`src/rtl/core/mle_pkg.sv`:
```
// Shared constants and control/status types for the line-envelope DP block.
// Used by every module of the block; no other dependencies.
`timescale 1ns / 1ps
`default_nettype none
package mle_pkg;

   localparam int MAX_LINES_DEF = 1024;
   localparam int SLOPE_W       = 32;
   localparam int X_W           = 32;
   localparam int COST_W        = 63;
   localparam int PROD_W        = SLOPE_W + X_W;
   localparam int ACC_W         = 96;

   localparam logic [COST_W-1:0] COST_MAX = {COST_W{1'b1}};

   // Commands from the controller to the datapath
   typedef struct packed {
      logic accept;     // latch the new item
      logic cost_zero;  // start item: cost begins at zero
      logic rd_en;
      logic scan;       // read belongs to the minimum scan
      logic wr_en;
      logic wr_new;     // write the new line, else the last read entry
      logic ld_a;
      logic ld_b;
      logic ld_c;
      logic src_a_new;
      logic src_b_new;
      logic src_c_new;
      logic mu_start;
      logic out_load;
      logic out_full;
   } ctl_cmd_type;

   // Status from the datapath to the controller
   typedef struct packed {
      logic found;      // a stored slope at or below the new one was seen
      logic eq;         // that slope equals the new one
      logic eq_le;      // its intercept is at or below the new cost
      logic mu_done;
      logic mu_useless;
   } dp_status_type;

endpackage
`default_nettype wire

```
`src/rtl/core/mle_ctrl.sv`:
```
// Controller: sequences scan, envelope tests, store moves and result hand-off.
// Holds the line count and store indices; drives mle_dp. Uses mle_pkg.
`timescale 1ns / 1ps
`default_nettype none
module mle_ctrl #(
   parameter int MAX_LINES = mle_pkg::MAX_LINES_DEF,
   parameter int AW        = $clog2(MAX_LINES),
   parameter int IW        = $clog2(MAX_LINES + 1)
) (
   input  wire logic                    clock,
   input  wire logic                    reset,
   input  wire logic                    req_valid,
   input  wire logic                    req_start_req,
   output logic                         req_stall,
   output logic                         rsp_valid,
   input  wire logic                    rsp_stall,
   input  wire mle_pkg::dp_status_type  status,
   input  wire logic [AW-1:0]           p_idx,
   output mle_pkg::ctl_cmd_type         cmd,
   output logic [AW-1:0]                rd_addr,
   output logic [AW-1:0]                wr_addr
);

   typedef enum logic [17:0] {
      ST_IDLE     = 18'h00001,
      ST_START_WR = 18'h00002,
      ST_SCAN     = 18'h00004,
      ST_DRAIN1   = 18'h00008,
      ST_DRAIN2   = 18'h00010,
      ST_EVAL     = 18'h00020,
      ST_LO_CHK   = 18'h00040,
      ST_HI_CHK   = 18'h00080,
      ST_T_A      = 18'h00100,
      ST_T_B      = 18'h00200,
      ST_T_C      = 18'h00400,
      ST_T_GO     = 18'h00800,
      ST_T_WAIT   = 18'h01000,
      ST_SIZE     = 18'h02000,
      ST_CP_RD    = 18'h04000,
      ST_CP_WR    = 18'h08000,
      ST_WR_NEW   = 18'h10000,
      ST_FIN      = 18'h20000
   } state_type;

   typedef enum logic [1:0] {
      KIND_T0,   // new line between its neighbours
      KIND_LO,   // line below the new one
      KIND_HI    // line above the new one
   } kind_type;

   state_type      state_ff, state_in;
   kind_type       kind_ff, kind_in;
   logic [IW-1:0]  n_ff, n_in, i_ff, i_in, d_ff, d_in;
   logic [IW-1:0]  p_ff, p_in, rs_ff, rs_in, lo_ff, lo_in, hi_ff, hi_in;
   logic           full_ff, full_in, desc_ff, desc_in, rsp_valid_ff, rsp_valid_in;

   logic [IW-1:0]  p_sel, rs_sel, addr_a, addr_b, addr_c;
   logic           new_a, new_b, new_c, is_start;
   logic [IW:0]    newn;

   always_comb begin
      addr_a = p_ff - IW'(1);
      addr_b = '0;
      addr_c = rs_ff;
      new_a  = 1'b0;
      new_b  = 1'b1;
      new_c  = 1'b0;
      case (kind_ff)
         KIND_T0: begin
            addr_a = p_ff - IW'(1);
            addr_b = '0;
            addr_c = rs_ff;
            new_a  = 1'b0;
            new_b  = 1'b1;
            new_c  = 1'b0;
         end
         KIND_LO: begin
            addr_a = lo_ff - IW'(2);
            addr_b = lo_ff - IW'(1);
            addr_c = '0;
            new_a  = 1'b0;
            new_b  = 1'b0;
            new_c  = 1'b1;
         end
         KIND_HI: begin
            addr_a = '0;
            addr_b = hi_ff;
            addr_c = hi_ff + IW'(1);
            new_a  = 1'b1;
            new_b  = 1'b0;
            new_c  = 1'b0;
         end
         default: ;
      endcase
   end

   always_comb begin
      is_start = req_start_req | (n_ff == '0);
      p_sel    = status.found ? IW'(p_idx) : n_ff;
      rs_sel   = p_sel + IW'(status.found & status.eq);
      newn     = {1'b0, lo_ff} + (IW+1)'(1) + {1'b0, n_ff} - {1'b0, hi_ff};
   end

   always_comb begin
      state_in     = state_ff;
      kind_in      = kind_ff;
      n_in         = n_ff;
      i_in         = i_ff;
      d_in         = d_ff;
      p_in         = p_ff;
      rs_in        = rs_ff;
      lo_in        = lo_ff;
      hi_in        = hi_ff;
      full_in      = full_ff;
      desc_in      = desc_ff;
      rsp_valid_in = rsp_valid_ff & rsp_stall;
      cmd          = '0;
      rd_addr      = '0;
      wr_addr      = '0;
      req_stall    = (state_ff != ST_IDLE);

      case (state_ff)
         ST_IDLE: begin
            if (req_valid) begin
               cmd.accept    = 1'b1;
               cmd.cost_zero = is_start;
               full_in       = 1'b0;
               i_in          = '0;
               state_in      = is_start ? ST_START_WR : ST_SCAN;
            end
         end
         ST_START_WR: begin
            cmd.wr_en  = 1'b1;
            cmd.wr_new = 1'b1;
            wr_addr    = '0;
            n_in       = IW'(1);
            state_in   = ST_FIN;
         end
         ST_SCAN: begin
            cmd.rd_en = 1'b1;
            cmd.scan  = 1'b1;
            rd_addr   = i_ff[AW-1:0];
            if (i_ff == n_ff - IW'(1))
               state_in = ST_DRAIN1;
            else
               i_in = i_ff + IW'(1);
         end
         ST_DRAIN1: state_in = ST_DRAIN2;
         ST_DRAIN2: state_in = ST_EVAL;
         ST_EVAL: begin
            p_in  = p_sel;
            rs_in = rs_sel;
            lo_in = p_sel;
            hi_in = rs_sel;
            // equal slope with no lower intercept: drop the new line
            if (status.found && status.eq && status.eq_le)
               state_in = ST_FIN;
            else if ((p_sel != '0) && (rs_sel < n_ff)) begin
               kind_in  = KIND_T0;
               state_in = ST_T_A;
            end else
               state_in = ST_LO_CHK;
         end
         ST_LO_CHK: begin
            if (lo_ff >= IW'(2)) begin
               kind_in  = KIND_LO;
               state_in = ST_T_A;
            end else
               state_in = ST_HI_CHK;
         end
         ST_HI_CHK: begin
            if (({1'b0, hi_ff} + (IW+1)'(1)) < {1'b0, n_ff}) begin
               kind_in  = KIND_HI;
               state_in = ST_T_A;
            end else
               state_in = ST_SIZE;
         end
         ST_T_A: begin
            cmd.rd_en = ~new_a;
            rd_addr   = addr_a[AW-1:0];
            state_in  = ST_T_B;
         end
         ST_T_B: begin
            cmd.ld_a      = 1'b1;
            cmd.src_a_new = new_a;
            cmd.rd_en     = ~new_b;
            rd_addr       = addr_b[AW-1:0];
            state_in      = ST_T_C;
         end
         ST_T_C: begin
            cmd.ld_b      = 1'b1;
            cmd.src_b_new = new_b;
            cmd.rd_en     = ~new_c;
            rd_addr       = addr_c[AW-1:0];
            state_in      = ST_T_GO;
         end
         ST_T_GO: begin
            cmd.ld_c      = 1'b1;
            cmd.src_c_new = new_c;
            cmd.mu_start  = 1'b1;
            state_in      = ST_T_WAIT;
         end
         ST_T_WAIT: begin
            if (status.mu_done) begin
               case (kind_ff)
                  KIND_T0: state_in = status.mu_useless ? ST_FIN : ST_LO_CHK;
                  KIND_LO: begin
                     if (status.mu_useless) begin
                        lo_in    = lo_ff - IW'(1);
                        state_in = ST_LO_CHK;
                     end else
                        state_in = ST_HI_CHK;
                  end
                  KIND_HI: begin
                     if (status.mu_useless) begin
                        hi_in    = hi_ff + IW'(1);
                        state_in = ST_HI_CHK;
                     end else
                        state_in = ST_SIZE;
                  end
                  default: state_in = ST_FIN;
               endcase
            end
         end
         ST_SIZE: begin
            if (newn > (IW+1)'(MAX_LINES)) begin
               full_in  = 1'b1;
               state_in = ST_FIN;
            end else if (hi_ff < n_ff) begin
               // close the gap upwards, or open one slot downwards
               if ((lo_ff + IW'(1)) <= hi_ff) begin
                  desc_in = 1'b0;
                  i_in    = hi_ff;
                  d_in    = lo_ff + IW'(1);
               end else begin
                  desc_in = 1'b1;
                  i_in    = n_ff - IW'(1);
                  d_in    = n_ff;
               end
               state_in = ST_CP_RD;
            end else
               state_in = ST_WR_NEW;
         end
         ST_CP_RD: begin
            cmd.rd_en = 1'b1;
            rd_addr   = i_ff[AW-1:0];
            state_in  = ST_CP_WR;
         end
         ST_CP_WR: begin
            cmd.wr_en = 1'b1;
            wr_addr   = d_ff[AW-1:0];
            if (desc_ff) begin
               if (i_ff == hi_ff)
                  state_in = ST_WR_NEW;
               else begin
                  i_in     = i_ff - IW'(1);
                  d_in     = d_ff - IW'(1);
                  state_in = ST_CP_RD;
               end
            end else begin
               if (i_ff == n_ff - IW'(1))
                  state_in = ST_WR_NEW;
               else begin
                  i_in     = i_ff + IW'(1);
                  d_in     = d_ff + IW'(1);
                  state_in = ST_CP_RD;
               end
            end
         end
         ST_WR_NEW: begin
            cmd.wr_en  = 1'b1;
            cmd.wr_new = 1'b1;
            wr_addr    = lo_ff[AW-1:0];
            n_in       = newn[IW-1:0];
            state_in   = ST_FIN;
         end
         ST_FIN: begin
            // hold until the result register is free
            if (!rsp_valid_ff || !rsp_stall) begin
               cmd.out_load = 1'b1;
               cmd.out_full = full_ff;
               rsp_valid_in = 1'b1;
               state_in     = ST_IDLE;
            end
         end
         default: state_in = ST_IDLE;
      endcase
   end

   always_ff @(posedge clock) begin
      if (reset) begin
         state_ff     <= ST_IDLE;
         n_ff         <= '0;
         rsp_valid_ff <= 1'b0;
         full_ff      <= 1'b0;
      end else begin
         state_ff     <= state_in;
         n_ff         <= n_in;
         rsp_valid_ff <= rsp_valid_in;
         full_ff      <= full_in;
      end
      kind_ff <= kind_in;
      i_ff    <= i_in;
      d_ff    <= d_in;
      p_ff    <= p_in;
      rs_ff   <= rs_in;
      lo_ff   <= lo_in;
      hi_ff   <= hi_in;
      desc_ff <= desc_in;
   end

   assign rsp_valid = rsp_valid_ff;

endmodule
`default_nettype wire

```
`config.mk`:
```
export PLATFORM = sky130hd
export DESIGN_NAME = mle_ctrl
export DESIGN_NICKNAME = d
export VERILOG_FILES = /design/src/rtl/core/mle_pkg.sv /design/src/rtl/core/mle_ctrl.sv
export SDC_FILE = /design/constraint.sdc
export NUM_CORES = 1
export LEC_CHECK = 0
export BUFFER_PORTS_ARGS = -buffer_cell sky130_fd_sc_hd__buf_2
export CORE_MARGIN = 4
export CORE_UTILIZATION = 30
export DETAILED_ROUTE_END_ITERATION = 16
export PLACE_DENSITY = 0.42
export SLEW_MARGIN = 20
export SYNTH_ARGS = -nofsm -noshare
export SYNTH_HDL_FRONTEND = slang
export SYNTH_SLANG_ARGS = --single-unit
```
`constraint.sdc`:
```
create_clock -name clock -period 10.54 [get_ports clock]
set_input_delay 2.108 -clock clock [delete_from_list [all_inputs] [get_ports clock]]
set_output_delay 2.108 -clock clock [all_outputs]
set_load 0.01 [all_outputs]
```
==> results.tsv, run 1 <==
stage	metric	value	unit
run_status	outcome	complete, no violations	
clock_network	TritonCTS clock tree	yes	
pwr	Gate power share	20.7	%
clock_network	clock buffer depth	2	
pwr	maximum vdd ir drop	0.0000618	V
worst_setup_path	Critical Path Max Stage Delay	0.64	ns
clock_network	Root Buffer Master	clkbuf_16	
pwr	Clk pwr share	34.9	%
yosys	Seq cells post-synth	97	
timing	Slew headroom	35.8	%
worst_setup_path	Setup CP Type	reg -> out	
route	DRT iter0 DRCs	782	
min_path	Min-Delay Startpoint	state_ff[4]$_SDFFE_PP0P_	
layout	share of layout cells above drive strength 1	9.27	%
floorplanning	Die Wd	186	um
worst_setup_path	r2r endpoint	d_ff[8]$_DFFE_PP_	
yosys	Warnings, synthesis	0	
worst_setup_path	reg-to-reg slack, setup	5.50	ns
timing	setup violators final	0	
worst_setup_path	Max FO, Critical Path	11	
layout	most frequent cells in the layout	nand2_1 (125), nor2_1 (97), inv_1 (85), xnor2_1 (81), ha_1 (81)	
yosys	Synth cell types	87	
worst_setup_path	CP max stage cell	nor2_1	
route	Antenna Nets Post-Route	0	
worst_setup_path	worst flop-to-flop path startpoint	n_ff[5]$_SDFFE_PP0P_	
route	Via Count	8906	
floorplanning	Row Count	65	
floorplanning	starting density of the core	30.3	%
clock_network	Hold-fix buffers, CTS	0	
floorplanning	Die Area	34700	um^2
timing	worst hold margin	0.511	ns
clock_network	Inserted Clock Buffers	9	
worst_setup_path	Reg2Reg Depth	12	
layout	diode count	0	
timing	Final Hold Vio Count	0	
timing	fmax	170	MHz
pwr	P_sw	0.000370	W
grt	largest net degree at the start of global routing	28	
timing	setup TNS	0	ns
route	DRC	0	
min_path	Worst Hold Endpoint	state_ff[5]$_SDFFE_PP0P_	
layout	Final Cell Area	10500	um^2
min_path	HP Class	reg -> reg	
grt	vias in the first global route	8569	
layout	commonest non-fill, non-tap cell in the layout	nand2_1	
placed_design	HPWL after detailed placement	28.7	mm
layout	nets	1284	
yosys	synthesized net count	1275	
route	Vias/cell	5.64	
worst_setup_path	Critical Path, Cell by Cell	nor4_1 > nand4_1 > or3_1 > or3b_2 > nor2_1 > a222oi_1 > o211ai_1 > buf_2	
yosys	Mapped Cells	1162	
yosys	Synth async-reset ratio	0	%
placed_design	port bufs	56	
timing	minimum clock period after layout	5.89	ns
clock_network	CTS HTree Levels	3	
timing	RSZ-0062 raised after global routing	false	
layout	Area Overhead vs Synth	10.0	%
pwr	Seq pwr share	44.4	%
pwr	Int Pwr	0.000765	W
route	Post-Route WL	37.1	mm
pwr	Net Sw Frac	32.6	%
job	Max-Cap Viols	0	
pwr	leakage power	4.26	nW
grt	initial antenna violation count	0	
worst_setup_path	CP Data Arrival Time	3.79	ns
timing	Worst Clk Skew	0.00926	ns
worst_setup_path	nature of the critical path startpoint	flop	
grt	GRT overflow	0	
clock_network	worst-skew pair later-pin latency	0.36	ns
worst_setup_path	Critical Path End Type	output port	
worst_setup_path	required time of the critical path	8.43	ns
route	WL/cell	23.5	um
timing	fin crit share	55.9	%
floorplanning	I/O pin total	57	
clock_network	post-CTS sizing	0	
floorplanning	core area	31500	um^2
yosys	sequential share of the synthesized area	27.3	%
grt	first-pass GRT wire length	54.9	mm
yosys	Synth Cell Area	9530	um^2
timing	Slew @ Worst Pin	0.963	ns
grt	GRT Util Overall	21.1	%
layout	Register Area	2600	um^2
min_path	hold depth	2	
clock_network	setup repair bufs after CTS	0	
yosys	prevailing post-synth register cell	edfxtp_1	
layout	Filler cells	3302	
pwr	Pwr per Cell Area	108	nW/um^2
floorplanning	Die Y	186	um
placed_design	Final GP Congestion	0.901	
route	drt pass-1 iters	6	
timing	Slew Limit Fails	0	
yosys	mean area per synthesized cell	8.20	um^2
yosys	Post-synth EDFFs	66	
layout	area of the multi-input gates	6320	um^2
clock_network	Sink Count	97	
clock_network	clk slew on worst S/H paths	0.07	ns
placed_design	Placed Area	10200	um^2
==> worst max path at each step <==
stage / from / endpoint
2_1_floorplan: status[4] / kind_ff[0]$_DFFE_PP_
3_3_place_gp: status[4] / kind_ff[0]$_DFFE_PP_
3_5_place_dp: status[4] / kind_ff[0]$_DFFE_PP_
4_1_cts: state_ff[5]$_SDFFE_PP0P_ / rd_addr[2]
5_1_grt: state_ff[5]$_SDFFE_PP0P_ / rd_addr[2]
6_report: state_ff[5]$_SDFFE_PP0P_ / rd_addr[8]
==> cells in the mapped netlist (3+ instances only) <==
master     number  share of area, %
nand2_1       125               4.9
nor2_1         97               3.8
inv_1          85               3.3
ha_1           81                11
xnor2_1        81               7.4
a21oi_1        71               3.7
edfxtp_1       66                21
clkbuf_1       64               2.5
o21ai_0        49               2.6
nand3_1        36               1.9
nor3_1         35               1.8
dfxtp_1        31               6.5
xor2_1         26               2.4
nor4_1         22               1.4
nand4_1        21               1.4
o22ai_1        15              0.98
and3_1         13              0.85
mux2i_1        13               1.4
a21o_1         12              0.94
a22oi_1        12              0.94
fa_1           12               2.5
o211ai_1       12              0.94
nor3b_1        10              0.79
a222oi_1        9              0.94
a31oi_1         8              0.52
nand2b_1        8              0.52
a211oi_1        7              0.55
nand3b_1        7              0.55
nor2b_1         7              0.46
mux2_2          6              0.71
o221ai_1        6              0.55
or4_1           6              0.47
and2_1          5              0.33
o21a_1          5              0.39
a22o_1          4              0.37
a2bb2oi_1       4              0.37
buf_2           4              0.21
nor4b_1         4              0.37
o32ai_1         4              0.37
nand4b_1        3              0.28
o2111ai_1       3              0.28
o21ai_1         3              0.16
o31ai_1         3              0.24
o32a_1          3              0.31
==> layer usage <==
layer / share of wire, % / vias to the layer above / global-route usage (%)
met4: 3.2 / 0 / 7.05
met1: 48 / 4369 / 30.6
li1: - / 4217 / -
met3: 4.8 / 45 / 2.41
met5: 0 / - / 0
met2: 44 / 275 / 32.7
==> per-stage QoR <==
stage,cells,total power (W),utilization (%),setup WS [ns]
floorplan,1162,0.000662,-,5.16
global placement,1562,0.000746,32.3,5.02
detailed placement,1562,0.000744,32.3,4.91
CTS,1578,0.00114,33.3,4.65
global route,1578,0.00118,33.3,4.27
finish,1578,0.00114,33.3,4.65
==> flip-flops by register name, summed over array words and instances, names as in the netlist <==
signal     flops
d_ff          10
desc_ff        1
full_ff        1
hi_ff         11
i_ff          11
kind_ff        2
lo_ff         11
n_ff          11
p_ff          10
rs_ff         10
rsp_valid      1
state_ff      18
==> power by group through the flow <==
stage               clock network, W  registers [W]  logic (W)
CTS                         0.000407       0.000502   0.000234
detailed placement                 0       0.000510   0.000233
global placement                   0       0.000512   0.000234
global route                0.000420       0.000507   0.000258
finish                      0.000396       0.000504   0.000235
floorplan                          0       0.000446   0.000216
==> layout make-up <==
| type | count | share of cell area (%) |
|---|---|---|
| Clock buffer | 11 | 2.22 |
| Sequential cell | 97 | 24.8 |
| Multi-Input combinational cell | 904 | 60.3 |
| Tap cell | 402 | 4.79 |
| Inverter | 88 | 3.15 |
| Clock inverter | 5 | 1.01 |
| Timing Repair Buffer | 71 | 3.75 |
==> critical path, delay by kind of cell, from the launching register on <==
family	cells	cell delay, ns
AOI/OAI and AO/OA	2	0.42
and+or+nand+nor	5	2.48
DFF	1	0.36
buffers and inverters	1	0.18
==> kinds of logic (layout without fill, tap and decap cells) <==
family          count (synthesis)  count (layout)  share of synthesized area (%)
simple gates                  421             421                           22.5
flops                          97              97                           27.3
mux                            19              19                           2.07
buf+inv                       161             175                           6.60
xor+xnor                      108             108                           10.1
compound gates                263             263                           18.4
fa+ha+maj                      93              93                           13.1
No activity file was read; power rests on OpenSTA's default activity.
==> run 2, diff against run 1 <==
--- a/config.mk
+++ b/config.mk
@@ -9,7 +9,7 @@
 export CORE_MARGIN = 4
 export CORE_UTILIZATION = 30
 export DETAILED_ROUTE_END_ITERATION = 16
-export PLACE_DENSITY = 0.42
+export PLACE_DENSITY = 0.44
 export SLEW_MARGIN = 20
 export SYNTH_ARGS = -nofsm -noshare
 export SYNTH_HDL_FRONTEND = slang
==> constraint.sdc (replaced) <==
create_clock -name clock -period 5.04 [get_ports clock]
set_input_delay 1.008 -clock clock [delete_from_list [all_inputs] [get_ports clock]]
set_output_delay 1.008 -clock clock [all_outputs]
set_load 0.01 [all_outputs]
==> results.tsv, run 2 (synthesis gave the netlist of run 1 again) <==
stage	metric	value	unit	change
route	DRT iter0 DRCs	968		was 782
route	Post-Route WL	36.7	mm	was 37.1 mm
worst_setup_path	Max FO, Critical Path	11		unchanged
worst_setup_path	Critical Path, Cell by Cell	nor4_1 > nand4_1 > or3_1 > or3b_2 > inv_1 > and3_1 > a222oi_1 > o211ai_1 > buf_2		was nor4_1 > nand4_1 > or3_1 > or3b_2 > nor2_1 > a222oi_1 > o211ai_1 > buf_2
worst_setup_path	worst flop-to-flop path startpoint	n_ff[4]$_SDFFE_PP0P_		was n_ff[5]$_SDFFE_PP0P_
clock_network	clock buffer depth	2		unchanged
route	WL/cell	22.8	um	was 23.5 um
route	DRC	0		unchanged
layout	most frequent cells in the layout	nand2_1 (125), nor2_1 (97), inv_1 (85), xnor2_1 (81), ha_1 (81)		unchanged
timing	setup violators final	0		unchanged
floorplanning	I/O pin total	57		unchanged
worst_setup_path	reg-to-reg slack, setup	0.62	ns	was 5.50 ns
worst_setup_path	required time of the critical path	4.03	ns	was 8.43 ns
floorplanning	Die Area	34700	um^2	unchanged
route	Vias/cell	5.57		was 5.64
layout	Register Area	2600	um^2	unchanged
floorplanning	Row Count	65		unchanged
worst_setup_path	nature of the critical path startpoint	flop		unchanged
layout	share of layout cells above drive strength 1	11.8	%	was 9.27%
clock_network	Sink Count	97		unchanged
worst_setup_path	CP max stage cell	nor4_1		was nor2_1
clock_network	Hold-fix buffers, CTS	0		unchanged
worst_setup_path	CP Data Arrival Time	3.65	ns	was 3.79 ns
layout	Filler cells	3314		was 3302
clock_network	Inserted Clock Buffers	9		unchanged
pwr	Pwr per Cell Area	217	nW/um^2	was 108 nW/um^2
min_path	Worst Hold Endpoint	full_ff$_SDFFE_PP0P_		was state_ff[5]$_SDFFE_PP0P_
grt	GRT overflow	0		unchanged
timing	fin worst setup slack	0.381	ns	was 4.65 ns
worst_setup_path	Critical Path End Type	output port		unchanged
pwr	leakage power	4.41	nW	was 4.26 nW
timing	minimum clock period after layout	4.66	ns	
route	Antenna Nets Post-Route	0		unchanged
grt	GRT Util Overall	21.1	%	about the same
run_status	outcome	complete, no violations		unchanged
min_path	HP Class	reg -> reg		unchanged
clock_network	clk slew on worst S/H paths	0.08	ns	was 0.07 ns
floorplanning	starting density of the core	30.3	%	unchanged
layout	Area Overhead vs Synth	12.3	%	was 10.0%
timing	Slew Limit Fails	0		unchanged
clock_network	CTS HTree Levels	3		unchanged
min_path	hold depth	2		unchanged
clock_network	setup repair bufs after CTS	0		unchanged
grt	first-pass GRT wire length	55.2	mm	was 54.9 mm
timing	fmax	215	MHz	
placed_design	port bufs	56		unchanged
min_path	Min-Delay Startpoint	full_ff$_SDFFE_PP0P_		was state_ff[4]$_SDFFE_PP0P_
timing	Worst Clk Skew	0.0135	ns	was 0.00926 ns
worst_setup_path	Setup CP Type	reg -> out		unchanged
floorplanning	Die Wd	186	um	unchanged
floorplanning	Die Y	186	um	unchanged
worst_setup_path	r2r endpoint	d_ff[3]$_DFFE_PP_		was d_ff[8]$_DFFE_PP_
timing	RSZ-0062 raised after global routing	false		unchanged
timing	fin crit share	92.4	%	
worst_setup_path	Reg2Reg Depth	14		was 12
placed_design	HPWL after detailed placement	28.8	mm	was 28.7 mm
layout	nets	1315		was 1284
timing	Slew headroom	35.7	%	was 35.8%
placed_design	Place WS	0.558	ns	was 4.91 ns
pwr	Overall Power	0.00232	W	was 0.00114 W
floorplanning	core area	31500	um^2	unchanged
layout	commonest non-fill, non-tap cell in the layout	nand2_1		unchanged
clock_network	worst-skew pair later-pin latency	0.37	ns	was 0.36 ns
timing	Slew @ Worst Pin	0.965	ns	was 0.963 ns
worst_setup_path	Critical Path Max Stage Delay	0.58	ns	was 0.64 ns
clock_network	Root Buffer Master	clkbuf_16		unchanged
layout	Reg with most FFs	state_ff		unchanged
layout	area of the multi-input gates	6320	um^2	unchanged
route	Via Count	8956		was 8906
route	drt pass-1 iters	5		was 6
timing	setup TNS	0	ns	unchanged
pwr	maximum vdd ir drop	0.000163	V	was 0.0000618 V
layout	diode count	0		unchanged
layout	max reg flops	18		unchanged
clock_network	post-CTS sizing	0		unchanged
clock_network	TritonCTS clock tree	yes		unchanged
placed_design	Final GP Congestion	0.906		was 0.901
grt	initial antenna violation count	1		was 0
job	Max-Cap Viols	0		unchanged
grt	vias in the first global route	8624		was 8569
grt	largest net degree at the start of global routing	33		was 28
timing	Final Hold Vio Count	0		unchanged
run 2: cell types whose count changed in the layout (fill, tap and decap cells not counted), moves of 2 or more:
cell,change
bufinv_16,-2
clkbuf_1,-2
inv_6,+3
inv_8,+3
buf_4,+30
run 2: stage by stage:
stage | instance area, um^2 | hold WS (ns) | cells | util (%)
2_1_floorplan | 9530 | 0.451 | 1162 | -
3_3_place_gp | 10400 | 0.474 | 1593 | 33.0
3_5_place_dp | 10400 | 0.487 | 1593 | 33.0
4_1_cts | 10700 | 0.504 | 1609 | 34.0
5_1_grt | 10700 | 0.557 | 1609 | 34.0
6_report | 10700 | 0.499 | 1609 | 34.0
run 2: cell type report:
class                   count  area share (%)
inverters                  88            3.08
clock inverters             7           0.841
well taps                 402            4.70
multi-input cells         904            59.0
repair buffers            102            5.96
flip-flops and latches     97            24.3
clock buffers               9            2.10
run 2: worst max-delay path by stage:
stage / from / to / slack [ns] / depth (start not counted)
finish: state_ff[12]$_SDFFE_PP0P_ / rd_addr[9] / 0.38 / 9
global route: state_ff[12]$_SDFFE_PP0P_ / rd_addr[2] / 0.20 / 10
CTS: state_ff[12]$_SDFFE_PP0P_ / rd_addr[2] / 0.43 / 10
detailed placement: status[4] / kind_ff[0]$_DFFE_PP_ / 0.56 / 14
global placement: n_ff[2]$_SDFFE_PP0P_ / d_ff[7]$_DFFE_PP_ / 0.61 / 15
floorplan: status[4] / kind_ff[0]$_DFFE_PP_ / 0.76 / 16
run 2: where the power goes:
group	total, W	leakage (nW)	internal, W	switching [W]
Sequential	0.00102	0.862	0.000899	0.000118
Clock	0.000772	0.157	0.000402	0.000369
Combinational	0.000535	3.39	0.000222	0.000314
run 2: layer usage:
metal | part of all wire [%] | wire (um) | GRT usage (%) | up-vias
li1 | - | - | - | 4286
met1 | 48 | 17500 | 30.3 | 4331
met2 | 45 | 16400 | 33.2 | 288
met3 | 5.0 | 1830 | 2.88 | 51
met4 | 2.6 | 958 | 6.27 | 0
met5 | 0 | 0 | 0 | -
run 2: critical path: cells and delay by family (launching register included):
kind	cells	cell delay, ns
AOI/OAI and AO/OA	2	0.38
buffers and inverters	2	0.27
DFF	1	0.37
and+or+nand+nor	5	2.26
==> run 3, diff against run 2 <==
--- a/config.mk
+++ b/config.mk
@@ -7,10 +7,10 @@
 export LEC_CHECK = 0
 export BUFFER_PORTS_ARGS = -buffer_cell sky130_fd_sc_hd__buf_2
 export CORE_MARGIN = 4
-export CORE_UTILIZATION = 30
+export CORE_UTILIZATION = 57
 export DETAILED_ROUTE_END_ITERATION = 16
-export PLACE_DENSITY = 0.44
-export SLEW_MARGIN = 20
+export PLACE_DENSITY = 0.75
+export SKIP_LAST_GASP = 1
 export SYNTH_ARGS = -nofsm -noshare
 export SYNTH_HDL_FRONTEND = slang
 export SYNTH_SLANG_ARGS = --single-unit
==> results.tsv, run 3 (synthesis gave the netlist of run 1 again) <==
stage	metric	value	unit	change
layout	Filler cells	1494		was 3314
worst_setup_path	Setup CP Type	reg -> out		unchanged
min_path	Min-Delay Startpoint	full_ff$_SDFFE_PP0P_		unchanged
layout	diode count	0		unchanged
route	Vias/cell	6.63		was 5.57
timing	Final Hold Vio Count	0		unchanged
timing	setup TNS	0	ns	unchanged
worst_setup_path	CP startpoint	state_ff[17]$_SDFFE_PP0P_		was state_ff[12]$_SDFFE_PP0P_
pwr	maximum vdd ir drop	0.000176	V	was 0.000163 V
clock_network	CTS HTree Levels	3		unchanged
clock_network	TritonCTS clock tree	yes		unchanged
timing	setup violators final	0		unchanged
worst_setup_path	required time of the critical path	4.03	ns	about the same
route	Post-Route WL	32.6	mm	was 36.7 mm
layout	Reg with most FFs	state_ff		unchanged
worst_setup_path	Critical Path End Type	output port		unchanged
layout	final core occ	62.9	%	was 34.0%
clock_network	setup repair bufs after CTS	0		unchanged
clock_network	Root Buffer Master	clkbuf_16		unchanged
grt	vias in the first global route	8462		was 8624
timing	Slew Limit Fails	0		unchanged
grt	first-pass GRT wire length	49.7	mm	was 55.2 mm
run_status	outcome	complete, no violations		unchanged
route	drt pass-1 iters	8		was 5
timing	minimum clock period after layout	4.68	ns	was 4.66 ns
placed_design	Placed Area	10100	um^2	was 10400 um^2
job	Max-Cap Viols	0		unchanged
clock_network	Hold-fix buffers, CTS	0		unchanged
worst_setup_path	CP Data Arrival Time	3.67	ns	was 3.65 ns
floorplanning	I/O pin total	57		unchanged
placed_design	port bufs	56		unchanged
layout	share of layout cells above drive strength 1	10.9	%	was 11.8%
clock_network	clock buffer depth	2		unchanged
clock_network	clk slew on worst S/H paths	0.07	ns	was 0.08 ns
timing	RSZ-0062 raised after global routing	false		unchanged
worst_setup_path	nature of the critical path startpoint	flop		unchanged
timing	Worst Clk Skew	0.0110	ns	was 0.0135 ns
layout	Area Overhead vs Synth	8.69	%	was 12.3%
placed_design	HPWL after detailed placement	24.8	mm	was 28.8 mm
clock_network	worst-skew pair later-pin latency	0.36	ns	was 0.37 ns
grt	GRT Util Overall	34.9	%	was 21.1%
floorplanning	Die Y	137	um	was 186 um
timing	fin crit share	92.8	%	was 92.4%
layout	Final Cell Area	10400	um^2	was 10700 um^2
floorplanning	starting density of the core	57.9	%	was 30.3%
grt	GRT overflow	0		unchanged
worst_setup_path	worst flop-to-flop path startpoint	lo_ff[4]$_DFFE_PP_		was n_ff[4]$_SDFFE_PP0P_
layout	commonest non-fill, non-tap cell in the layout	nand2_1		unchanged
floorplanning	Die Area	18900	um^2	was 34700 um^2
worst_setup_path	Max FO, Critical Path	11		unchanged
timing	fmax	214	MHz	was 215 MHz
route	WL/cell	23.0	um	was 22.8 um
timing	Slew @ Worst Pin	0.868	ns	was 0.965 ns
floorplanning	core area	16500	um^2	was 31500 um^2
pwr	Pwr per Cell Area	214	nW/um^2	was 217 nW/um^2
clock_network	Inserted Clock Buffers	9		unchanged
floorplanning	Row Count	47		was 65
layout	max reg flops	18		unchanged
timing	Slew headroom	42.2	%	was 35.7%
grt	initial antenna violation count	0		was 1
route	Antenna Nets Post-Route	0		unchanged
min_path	HP Class	reg -> reg		unchanged
floorplanning	Die Wd	137	um	was 186 um
pwr	leakage power	4.34	nW	was 4.41 nW
route	DRC	0		unchanged
grt	largest net degree at the start of global routing	33		unchanged
layout	most frequent cells in the layout	nand2_1 (125), nor2_1 (97), inv_1 (85), xnor2_1 (81), ha_1 (81)		unchanged
layout	nets	1305		was 1315
clock_network	post-CTS sizing	0		unchanged
clock_network	Sink Count	97		unchanged
placed_design	Final GP Congestion	1.00		was 0.906
timing	worst hold margin	0.507	ns	was 0.499 ns
route	DRT iter0 DRCs	1361		was 968
route	Via Count	9397		was 8956
[run 3: metrics by stage]
stage	std cells	worst slack [ns]	total power, W
after floorplan	1162	0.764	0.00138
after global placement	1401	0.693	0.00153
after detailed placement	1401	0.523	0.00154
after CTS	1417	0.439	0.00221
after global routing	1417	0.212	0.00231
final	1417	0.362	0.00222
[run 3: path summary, 6_finish.rpt]
| kind | end | slack [ns] | cells after the start |
|---|---|---|---|
| worst max-delay path | rd_addr[2] | 0.36 | 10 |
| worst min register to register | full_ff$_SDFFE_PP0P_ | 0.51 | 2 |
| worst max register to register | d_ff[5]$_DFFE_PP_ | 0.62 | 13 |
| worst min-delay path | full_ff$_SDFFE_PP0P_ | 0.51 | 2 |
[run 3: per-layer routing]
layer	up-vias	part of all wire, %	global-route usage [%]
met2	634	42	50.8
met1	4361	41	49.5
met5	-	0	0
met4	0	5.8	17.8
met3	123	11	6.32
li1	4279	-	-
[run 3: cell type report]
| type | instances | area, um^2 | share of cell area (%) |
|---|---|---|---|
| Tap cell | 220 | 275 | 2.66 |
| Inverter | 88 | 330 | 3.19 |
| Clock buffer | 11 | 243 | 2.34 |
| Multi-Input combinational cell | 904 | 6320 | 61.0 |
| Clock inverter | 5 | 38.8 | 0.374 |
| Sequential cell | 97 | 2600 | 25.1 |
| Timing Repair Buffer | 92 | 551 | 5.31 |
[run 3: power by group]
part | switching, W | total, W | leakage [nW] | internal [W]
clock network | 0.000329 | 0.000682 | 0.141 | 0.000353
registers | 0.000146 | 0.00105 | 0.862 | 0.000900
logic | 0.000273 | 0.000491 | 3.34 | 0.000218
[run 3: critical path, stage by stage, from the launching register on]
cell      delay (ns)
dfxtp_1         0.35
nor4_1          0.63
nand4_1         0.34
or3_1           0.42
or3b_2          0.50
inv_1           0.10
and3_1          0.43
a22o_1          0.21
nand2_1         0.05
o211ai_1        0.11
buf_2           0.17
